==> config.mk <==
export PLATFORM = sky130hd
export DESIGN_NAME = csl_modc
export DESIGN_NICKNAME = d
export VERILOG_FILES = /design/src/rtl/csl_pkg.sv /design/src/rtl/csl_modc.sv
export SDC_FILE = /design/constraint.sdc
export NUM_CORES = 1
export LEC_CHECK = 0
export BUFFER_PORTS_ARGS = -buffer_cell sky130_fd_sc_hd__buf_2
export CAP_MARGIN = 10
export CORE_MARGIN = 10
export CORE_UTILIZATION = 30
export CTS_BUF_LIST = sky130_fd_sc_hd__clkbuf_4
export CTS_CLUSTER_DIAMETER = 120
export DETAILED_ROUTE_END_ITERATION = 6
export GPL_TIMING_DRIVEN = 0
export HOLD_SLACK_MARGIN = 0.15
export PLACE_DENSITY_LB_ADDON = 0.15
export SYNTH_ARGS = -nofsm -noshare
export SYNTH_HDL_FRONTEND = slang
export SYNTH_SLANG_ARGS = --single-unit
==> constraint.sdc <==
create_clock -name clk -period 10.95 [get_ports clk]
set_input_delay 0.5475 -clock clk [delete_from_list [all_inputs] [get_ports clk]]
set_output_delay 0.5475 -clock clk [all_outputs]
set_load 0.02 [all_outputs]
==> src/rtl/csl_pkg.sv <==
package csl_pkg;

  localparam int SEL_W  = 3;
  localparam int ADDR_W = 12;
  localparam int DATA_W = 16;
  localparam int WID_W  = 11;
  localparam int ID_W   = 12;

  // constant-divisor modulo unit
  localparam int MOD_XW      = 16;
  localparam int MOD_DW      = 14;
  localparam int MOD_MW      = 17;
  localparam int RECIP_SHIFT = 16;

  localparam int WORDS_DEF    = 2048;
  localparam int INITIALS_DEF = 64;
  localparam int FINALS_DEF   = 64;
  localparam int IC_DEF       = 27;
  localparam int FC_DEF       = 32;

  // accepting edge to the edge that takes the result
  localparam int PIPE_LAT = 9;

  typedef enum logic {
    CMD_WRITE  = 1'b0,
    CMD_LOOKUP = 1'b1
  } cmd_t;

  localparam logic [SEL_W-1:0] TS_WORD_MAP    = 3'd0;
  localparam logic [SEL_W-1:0] TS_INIT_STATE  = 3'd1;
  localparam logic [SEL_W-1:0] TS_FINAL_STATE = 3'd2;
  localparam logic [SEL_W-1:0] TS_CONTEXT     = 3'd3;
  localparam logic [SEL_W-1:0] TS_INIT_CLASS  = 3'd4;
  localparam logic [SEL_W-1:0] TS_FINAL_CLASS = 3'd5;

  typedef struct packed {
    cmd_t              command;
    logic [SEL_W-1:0]  table_select;
    logic [ADDR_W-1:0] table_addr;
    logic [DATA_W-1:0] table_data;
    logic [WID_W-1:0]  word_id;
    logic [WID_W-1:0]  prev_word_id;
    logic              prev_valid;
    logic [WID_W-1:0]  next_word_id;
    logic              next_valid;
  } csl_in_t;

  typedef struct packed {
    logic [ID_W-1:0] initial_state0;
    logic [ID_W-1:0] initial_state1;
    logic [ID_W-1:0] final_state0;
    logic [ID_W-1:0] final_state1;
    logic [ID_W-1:0] final_state2;
    logic [ID_W-1:0] final_state3;
    logic [ID_W-1:0] left_context_state;
    logic            left_context_valid;
    logic [ID_W-1:0] right_context_state0;
    logic [ID_W-1:0] right_context_state1;
    logic            right_context_valid;
  } csl_out_t;

endpackage

==> src/rtl/csl_modc.sv <==
module csl_modc import csl_pkg::*; (
  input  logic              clk,
  input  logic [MOD_XW-1:0] x,
  input  logic [MOD_DW-1:0] d,
  input  logic [MOD_MW-1:0] m,
  output logic [MOD_XW-1:0] r
);

  localparam int PW = MOD_XW + MOD_MW;
  localparam int QW = MOD_XW + MOD_DW;

  logic [PW-1:0]     prod_r, prod_nxt;
  logic [QW-1:0]     qd_r, qd_nxt;
  logic [MOD_XW-1:0] xa_r, xb_r;
  logic [MOD_DW-1:0] da_r, db_r;
  logic [MOD_XW-1:0] q, diff, dx, r_r, r_nxt;

  // q estimate is exact or one low, so one correction step suffices
  assign prod_nxt = PW'(x) * PW'(m);
  assign q        = prod_r[RECIP_SHIFT +: MOD_XW];
  assign qd_nxt   = QW'(q) * QW'(da_r);
  assign diff     = xb_r - qd_r[MOD_XW-1:0];
  assign dx       = MOD_XW'(db_r);
  assign r_nxt    = (diff >= dx) ? diff - dx : diff;

  always_ff @(posedge clk) begin
    prod_r <= prod_nxt;
    xa_r   <= x;
    da_r   <= d;
    qd_r   <= qd_nxt;
    xb_r   <= xa_r;
    db_r   <= da_r;
    r_r    <= r_nxt;
  end

  assign r = r_r;

endmodule

# After elaboration in Yosys (flattened, before gate mapping)
# Cells that the tools add are included.
# word_totals
reg_bits,124
wordCells,13
# op_classes
order_cmp,1
add_sub_neg,2
n_mul,2
mux,1
# op_table
operator,count
$mul 16x17->32,1
$ge 16x14->1,1
$mul 16x14->16,1
$mux 16,1
$sub 16x14->16,1
$sub 16x16->16,1

# Longest topological paths before layout
# Gate-level depths: netlist of the first run.
# logic_depth
depth_word,3
depth_mapped,23
depth_no_buf,22

# Least setup slack after synthesis of the first run
# Ideal clock, no wire load.
# synth_timing
path_type,input -> register
from,in x[1]
to,reg prod_r[28]
arrival_ps,5885
required_ps,10878
stages,20
path_slack_ps,4993
path_cell_list,clkbuf_1 -> nand2_1 -> fa_1 -> fa_1 -> fa_1 -> fa_1 -> inv_1 -> fa_1 -> inv_1 -> fa_1 -> inv_1 -> ha_1 -> o21ai_0 -> nor2_1 -> a2111oi_0 -> a211o_1 -> a21bo_2 -> a21boi_0 -> o41ai_1 -> xnor2_1
# synth_via
elab_chain_len,1
# synth_rtl
item,line,text
start: declaration,csl_modc.sv:3,"input logic [MOD_XW-1:0] x,"
$mul 16x17->32,csl_modc.sv:19,assign prod_nxt = PW'(x) * PW'(m);
via prod_nxt[28],csl_modc.sv:12,"logic [PW-1:0] prod_r, prod_nxt;"
end signal: assignment,csl_modc.sv:27,prod_r <= prod_nxt;
end: declaration,csl_modc.sv:12,
# The timed path passes the listed nets, and every way through them passes these cells.

# Worst setup path after layout of the first run
# layout_timing
from,in x[9]
to,reg prod_r[31]
# The elaborated chain is that of the path after synthesis.

==> results of run 1 <==
logic make-up (layout without fill, tap and decap cells):
| logic type | after synthesis | in the layout | synth area share |
|---|---|---|---|
| fa+ha+maj | 458 | 458 | 0.4973 |
| simple gates | 509 | 509 | 0.1564 |
| other cells | 0 | 1 | 0 |
| flops | 108 | 108 | 0.1362 |
| xor+xnor | 76 | 76 | 0.04194 |
| buf+inv | 427 | 521 | 0.1015 |
| mux | 16 | 16 | 0.01301 |
| compound gates | 125 | 125 | 0.05369 |
flip-flops by register name, summed over array words and instances, names as in the netlist:
register / cells
xb_r: 16
da_r: 14
qd_r: 16
db_r: 14
r: 16
xa_r: 16
prod_r: 16
metal layers:
layer  global-route usage  wire length [um]
met4              0.01773               473
met5                    0                 0
met1               0.1946             20770
met2               0.2443             21180
met3              0.01647              1648
path summary, 6_finish.rpt:
path / startpoint / endpoint / slack [ps] / depth (start not counted)
min reg2reg: xa_r[3] / xb_r[3] / 330 / 0
min: x[9] / xa_r[9] / 230 / 1
max reg2reg: da_r[2] / qd_r[15] / 5160 / 18
max: x[9] / prod_r[31] / 4150 / 24
per-stage QoR:
step           instances  utilization  instance area, um^2  hold slack, ps
6_report            2502       0.3310                17360           230.1
5_1_grt             2502       0.3310                17360           204.3
4_1_cts             2498       0.3305                17330           159.2
3_5_place_dp        2470       0.3251                17050           312.1
3_3_place_gp        2470       0.3251                17050           310.4
2_1_floorplan       1719            -                15870           309.6
area by class of cell:
class,instances,share of cell area
plain buffers,51,0.01146
well taps,688,0.04959
clock buffers,9,0.003892
inverters,376,0.08130
multi-input cells,1184,0.6970
repair buffers,78,0.02652
diodes,1,0.0001442
clock inverters,7,0.005550
flip-flops and latches,108,0.1245
layout by cell type, fill, tap and decap left out, types with 14 or more instances in the layout:
cell and n:
inv_1 376, fa_1 288, nand2_1 234, and2_1 182
ha_1 170, dfxtp_1 108, buf_2 63, xnor2_1 56
clkbuf_1 50, nor2_1 40, a21oi_1 34, a21o_1 20
xor2_1 20, o21ai_0 16, nor3_1 14, dlygate4sd3_1 14
timing repair:
item	in CTS	in global routing
setup endpoints to repair	0	0
setup buffers	0	0
hold endpoints to repair	12	2
hold buffers	12	2
==> impl_metrics.yaml, run 1 <==
outcome:
  outcome: "completed"
worst_setup_path:
  crit_required_ps: 11340
  cp_slowest_cell: "clkbuf_1"
  endpoint_kind: "flip-flop"
  crit_path_max_fanout: 10
  crit_path_cell_trace: "buf_2 -> clkbuf_1 -> clkbuf_1 -> nand2_1 -> fa_1 -> inv_1 -> fa_1 -> inv_1 -> fa_1 -> inv_1 -> fa_1 -> fa_1 -> inv_1 -> fa_1 -> inv_1 -> ha_1 -> o211ai_1 -> nand3_1 -> o21ai_0 -> a211o_1 -> a21boi_0 -> o211ai_1 -> and2_1 -> o211ai_1"
  cp_data_arrival_time_ps: 7190
  critical-path-top-delay-family: "adder cells"
  path_buf_inv: 8
  cp_common_cell: "fa_1"
  worst-setup-path-type: "input pin to flip-flop"
  max_stage_delay_ps: 530
  critPathLaunchType: "input pin"
cells_and_area:
  syn_to_final_growth_pct: 9.373
  drive_above_1_share: 0.05626
  multi_input_comb_area_um2: 12100
  nFillCells: 5527
  regArea_um2: 2162
  fin_nets: 2314
placement:
  dp_hpwl_um: 36670
  numPortBuffers: 63
  post-place-ws_ps: 3246
  gp_congestion: 0.8445
route:
  vias: 11300
  wl_per_cell_um: 17.62
  ant_nets: 0
  first_pass_iters: 4
  drt_iter0_markers: 558
  drc_errors: 0
  routed_via_density: 4.518
  finalWirelength_um: 44080
die:
  fp.dieW_um: 250.0
  design.die.area_um2: 62510
  ioPinCount: 64
  fp.dieH_um: 250.0
  start_util: 0.3026
  core_area_um2: 52450
  row_count: 84
grt:
  grt_max_degree: 21
  overflow: 0
  grt_pass1_vias: 12120
  grt_pass1_wl_um: 70350
  track_usage: 0.1428
  antenna_found_initial: 6
logic_synthesis:
  syn-num-nets: 2225
  ys_warn_count: 0
  yosysSeqAreaShare: 0.1362
  synth_commonest_cells: "376 x inv_1, 288 x fa_1, 234 x nand2_1, 182 x and2_1, 170 x ha_1"
  ys_ff_latch: 108
  async_flop_share: 0
  ys_types: 47
  syn_inst: 1719
  netlist.area_leader.share: 0.3633
  synthFlopType: "dfxtp_1"
  synth.most_common_cell: "inv_1"
  synth_edf_count: 0
  synth_area_um2: 15870
  yosysTopAreaCell: "fa_1"
  yosys-top-cells-area: "fa_1 36%, dfxtp_1 14%, ha_1 13%"
  syn_avg_cell_area_um2: 9.233
timing:
  fin_crit_ps: 6797
  clock.fmax_mhz: 147.1
  fin_skew_ps: 32.43
  period_share: 0.6207
  worst_slew_margin_rel: 0.4648
  rsz0062_at_grt: "false"
  setup_viol: 0
  hold_viol: 0
  max_slew.worst_pin.slew_ps: 782.6
  layout_setup_ws_ps: 4153
  slew_violations: 0
  tns_ps: 0
clock_tree:
  root_buffer: "clkbuf_4"
  cts_sinks: 108
  clockBufferDepth: 2
  ctsResizeCount: 0
  htreeDepth: 3
  tritoncts: "built"
  clkTransAtPathRegs_ps: 190
  cts_buffers: 9
  insertion_delay_ps: 500
flow_run:
  cap_violations: 0
hold_path:
  hp-class: "input pin to flip-flop"
Power of run 1 is left out: the tool's default activity adds up to more than one toggle a clock period on the data nets, which glitch-free logic cannot reach.
==> run 2: changes to the inputs <==
==> constraint.sdc (replaced) <==
create_clock -name clk -period 6.4 [get_ports clk]
set_input_delay 0.32 -clock clk [delete_from_list [all_inputs] [get_ports clk]]
set_output_delay 0.32 -clock clk [all_outputs]
set_load 0.02 [all_outputs]
==> run 2 against run 1 <==
Net effect:
- core utilization grew 0.28 points
- design area grew 0.85%
- first-iteration DRC count grew 8.8%
- sequential share of layout area shrank 0.11 points
- wire length shrank 0.38%
- non-clock buffer count grew 4
- global-route usage grew 0.17 points
==> impl_metrics.yaml, run 2 (synthesized netlist as in run 1, its figures left out) <==
worst_setup_path:
  max_stage_delay_ps: 550
  path_buf_inv: 5
  crit_path_max_fanout: 10
  critPathLaunchType: "input pin"
  rr_worst_depth: 18
  regToRegStartpoint: "da_r[2]"
  endpoint_kind: "flip-flop"
  worstReg2RegEnd: "qd_r[15]"
  crit_path_cell_trace: "buf_2 -> clkbuf_1 -> nand2_1 -> fa_1 -> fa_1 -> inv_1 -> fa_1 -> fa_1 -> fa_1 -> inv_1 -> fa_1 -> inv_1 -> ha_1 -> a21oi_1 -> nand3_1 -> o21ai_0 -> a211o_1 -> a21boi_1 -> o211ai_1 -> and2_1 -> o211ai_1"
  cp_common_cell: "fa_1"
  rrSetupSlack_ps: 600
  crit_required_ps: 6780
  critical-path-top-delay-family: "adder cells"
  cp_slowest_cell: "fa_1"
  cp_data_arrival_time_ps: 6410
  worst-setup-path-type: "input pin to flip-flop"
cells_and_area:
  nFillCells: 5525
  syn_to_final_growth_pct: 10.30
  multi_input_comb_area_um2: 12120
  final_common_cell: "inv_1"
  fin_nets: 2318
  layout_common_cells: "376 x inv_1, 288 x fa_1, 234 x nand2_1"
  drive_above_1_share: 0.06274
  regArea_um2: 2162
outcome:
  outcome: "completed"
clock_tree:
  htreeDepth: 3
  root_buffer: "clkbuf_4"
  cts_sinks: 108
  cts_setup_buffers: 0
  insertion_delay_ps: 490
  tritoncts: "built"
  cts_buffers: 9
  clockBufferDepth: 2
  clkTransAtPathRegs_ps: 190
die:
  core_area_um2: 52450
  ioPinCount: 64
  design.die.area_um2: 62510
  fp.dieH_um: 250.0
  row_count: 84
  start_util: 0.3026
  fp.dieW_um: 250.0
grt:
  antenna_found_initial: 5
  grt_pass1_vias: 12210
  grt_pass1_wl_um: 71100
  track_usage: 0.1446
  overflow: 0
  grt_max_degree: 21
timing:
  rsz0062_at_grt: "false"
  setup_viol: 0
  max_slew.worst_pin.slew_ps: 783.2
  hold_ws_ps: 331.5
  clock.fmax_mhz: 166.0
  fin_skew_ps: 28.64
  slew_violations: 0
  hold_viol: 0
  fin_crit_ps: 6025
  worst_slew_margin_rel: 0.4643
  period_share: 0.9414
route:
  routed_via_density: 4.503
  ant_nets: 0
  finalWirelength_um: 43910
  wl_per_cell_um: 17.52
  drc_errors: 0
  vias: 11290
  drt_iter0_markers: 607
  first_pass_iters: 5
hold_path:
  hold_depth: 0
  hp-class: "flip-flop to flip-flop"
  worstHoldStart: "xa_r[3]"
  holdPathEnd: "xb_r[3]"
flow_run:
  cap_violations: 0
placement:
  numPortBuffers: 63
  dp_hpwl_um: 36670
  gp_congestion: 0.8445
[run 2: cell count changes in the layout (fill, tap and decap cells not counted)]
cell	delta
clkbuf_2	+11
a2111oi_4	+1
a2111oi_0	-1
a21boi_1	+1
clkbuf_1	-23
dlygate4sd3_1	+16
a21boi_0	-1
[run 2: area by class of cell]
cell class / count / area share
diodes: 1 / 0.0001429
plain buffers: 40 / 0.009863
clock buffers: 9 / 0.003859
clock inverters: 7 / 0.005503
inverters: 376 / 0.08062
multi-input cells: 1184 / 0.6922
flip-flops and latches: 108 / 0.1235
well taps: 688 / 0.04917
repair buffers: 93 / 0.03516
[run 2: how the worst max path moves through the flow]
stage	start	end	slack (ps)	cells after the start
after floorplan	x[1]	prod_r[28]	670	20
after global placement	m[5]	prod_r[30]	-1030	22
after detailed placement	m[5]	prod_r[30]	-1080	22
after CTS	m[8]	prod_r[30]	5	21
after global routing	m[16]	prod_r[30]	80	20
final	m[13]	prod_r[31]	380	21
[run 2: worst reg2reg max path, cell delays in order, from the launching register on]
cell      delay, ps
dfxtp_1         580
clkbuf_1        500
nand2_1         160
fa_1            560
inv_1            50
fa_1            480
inv_1            50
fa_1            490
inv_1            50
fa_1            540
fa_1            450
fa_1            440
ha_1            380
nand3_1         130
nand2_1          60
a41oi_1         240
a21oi_1         160
a31oi_1         270
xnor2_1         140
[run 2: what timing repair did]
item / 4_1_cts / 5_1_grt
hold buffers: 30 / 0
setup endpoints to repair: 11 / 4
gates resized for setup: 6 / 18
endpoints found under the hold margin: 30 / 0
[run 2: through the flow]
step	setup WS, ps	area, um^2	utilization	TNS [ps]	cells
after floorplan	670.5	15870	-	0	1719
after global placement	-1027	17050	0.3251	-9560	2470
after detailed placement	-1076	17050	0.3251	-10140	2470
after CTS	4.670	17520	0.3341	0	2516
after global routing	75.65	17510	0.3338	0	2506
final	375.2	17510	0.3338	0	2506
[run 2: per-layer routing]
metal,part of all wire,up-vias,global-route usage
met5,0,-,0
met3,0.035,24,0.01482
met4,0.012,0,0.01790
li1,-,5367,-
met1,0.47,5701,0.1993
met2,0.48,193,0.2459
Power of run 2 is left out for the same reason.
==> run 3: changes to the inputs <==
--- a/config.mk
+++ b/config.mk
@@ -7,13 +7,12 @@
 export LEC_CHECK = 0
 export BUFFER_PORTS_ARGS = -buffer_cell sky130_fd_sc_hd__buf_2
 export CAP_MARGIN = 10
-export CORE_MARGIN = 10
+export CORE_MARGIN = 1
 export CORE_UTILIZATION = 30
 export CTS_BUF_LIST = sky130_fd_sc_hd__clkbuf_4
 export CTS_CLUSTER_DIAMETER = 120
 export DETAILED_ROUTE_END_ITERATION = 6
-export GPL_TIMING_DRIVEN = 0
-export HOLD_SLACK_MARGIN = 0.15
+export HOLD_SLACK_MARGIN = 0.1
 export PLACE_DENSITY_LB_ADDON = 0.15
 export SYNTH_ARGS = -nofsm -noshare
 export SYNTH_HDL_FRONTEND = slang
==> run 3 against run 2 <==
Net effect:
- global-route usage is 1.7 points higher
- wire length is 7.7% lower
- sequential share of layout area is 0.084 points higher
- register-to-register slack better by 440 ps
- die area is 14% lower
- non-clock buffer count is 25 lower
- maximum frequency hardly changed
- via count is 1.5% lower
- setup slack better by 3.0 ps
- critical path type unchanged
==> impl_metrics.yaml, run 3 (synthesized netlist as in run 1, its figures left out) <==
outcome:
  outcome: "completed"
worst_setup_path:
  worst-setup-path-type: "input pin to flip-flop"
  rrSetupSlack_ps: 1040
  worstReg2RegEnd: "qd_r[15]"
  cp_slowest_cell: "fa_1"
  max_stage_delay_ps: 550
  regToRegStartpoint: "da_r[2]"
  crit_start: "x[4]"
  cp_data_arrival_time_ps: 6510
  crit_path_max_fanout: 18
  rr_worst_depth: 15
  crit_path_cell_trace: "dlygate4sd3_1 -> buf_2 -> and2_1 -> fa_1 -> inv_1 -> fa_1 -> fa_1 -> fa_1 -> inv_1 -> fa_1 -> inv_1 -> fa_1 -> inv_1 -> ha_1 -> o21ai_0 -> nor2_1 -> a2111oi_0 -> buf_4 -> a211o_1 -> a21bo_2 -> a21boi_0 -> o41ai_1 -> xnor2_1"
  cp_common_cell: "fa_1"
  crit_required_ps: 6890
  critPathLaunchType: "input pin"
  endpoint_kind: "flip-flop"
clock_tree:
  root_buffer: "clkbuf_4"
  insertion_delay_ps: 570
  clockBufferDepth: 2
  cts_buffers: 9
  cts_sinks: 108
  clkTransAtPathRegs_ps: 180
  ctsResizeCount: 0
  tritoncts: "built"
  htreeDepth: 3
timing:
  tns_ps: 0
  clock.fmax_mhz: 166.1
  max_slew.worst_pin.slew_ps: 894.1
  slew_violations: 0
  fin_crit_ps: 6022
  rsz0062_at_grt: "false"
  fin_skew_ps: 41.73
  setup_viol: 0
  layout_setup_ws_ps: 378.3
  hold_viol: 0
  period_share: 0.9409
  worst_slew_margin_rel: 0.3885
hold_path:
  worstHoldStart: "x[9]"
  hold_depth: 2
  hp-class: "input pin to flip-flop"
  holdPathEnd: "xa_r[9]"
cells_and_area:
  nFillCells: 5417
  syn_to_final_growth_pct: 9.563
  layout_common_cells: "376 x inv_1, 288 x fa_1, 234 x nand2_1"
  final_common_cell: "inv_1"
  drive_above_1_share: 0.06529
  fin_nets: 2293
  final_util: 0.3356
die:
  core_area_um2: 51820
  start_util: 0.3063
  design.die.area_um2: 53830
  row_count: 83
  fp.dieW_um: 232.0
  fp.dieH_um: 232.0
  ioPinCount: 64
grt:
  antenna_found_initial: 2
  grt_pass1_vias: 12300
  grt_max_degree: 21
  grt_pass1_wl_um: 67330
  track_usage: 0.1620
  overflow: 0
route:
  vias: 11110
  drt_iter0_markers: 390
  first_pass_iters: 4
  finalWirelength_um: 40530
  ant_nets: 0
  routed_via_density: 4.489
  drc_errors: 0
  wl_per_cell_um: 16.38
placement:
  dp_hpwl_um: 33110
  gp_congestion: 0.8103
  post-place-ws_ps: 352.4
  numPortBuffers: 63
flow_run:
  cap_violations: 0
==> run 3: cell types whose count changed in the layout (fill, tap and decap cells not counted), sizes merged, moves of 2 or more <==
cell    before  now
clkbuf      48    9
buf         64   79
inv        378  381
clkinv       3    1
diode        1    3
==> run 3: timing repair <==
item	in CTS	in global routing
hold buffers	29	0
setup buffers	0	0
endpoints found under the hold margin	29	0
==> run 3: area by class of cell <==
type                            instances  area (um^2)  share of cell area
Multi-Input combinational cell       1184        12100              0.6958
Sequential cell                       108         2162              0.1243
Inverter                              376         1411             0.08116
Tap cell                              680        850.8             0.04893
Timing Repair Buffer                  108        725.7             0.04173
Clock buffer                            9        67.56            0.003885
Clock inverter                          7        65.06            0.003742
Antenna cell                            3        7.507           0.0004317
==> run 3: metal layers <==
layer,global-route usage,part of all wire
met1,0.2126,0.45
met2,0.2888,0.51
met3,0.01694,0.024
met4,0.02755,0.0093
met5,0,0
==> run 3: how the worst max path moves through the flow <==
stage	slack, ps	cells past startpoint	end
after floorplan	670	20	prod_r[28]
after global placement	370	22	prod_r[30]
after detailed placement	350	22	prod_r[28]
after CTS	440	23	prod_r[28]
after global routing	50	22	prod_r[30]
final	380	23	prod_r[28]
==> run 3: stage by stage <==
stage               std cells  hold WS (ps)  instance area [um^2]
floorplan                1719         309.6                 15870
CTS                      2472         207.9                 17380
finish                   2475         277.6                 17390
global placement         2427         313.5                 16960
detailed placement       2427         312.1                 16960
global route             2474         222.9                 17390
==> run 3: worst max-delay path: cells and delay by family <==
family                   cells  cell delay [ps]
AND/OR/NAND/NOR              2              260
AO/OA/AOI/OAI                6             1310
adder cells (fa/ha/maj)      7             3270
buffers and inverters        7             1180
XOR/XNOR                     1              150
Power of run 3 is left out for the same reason.
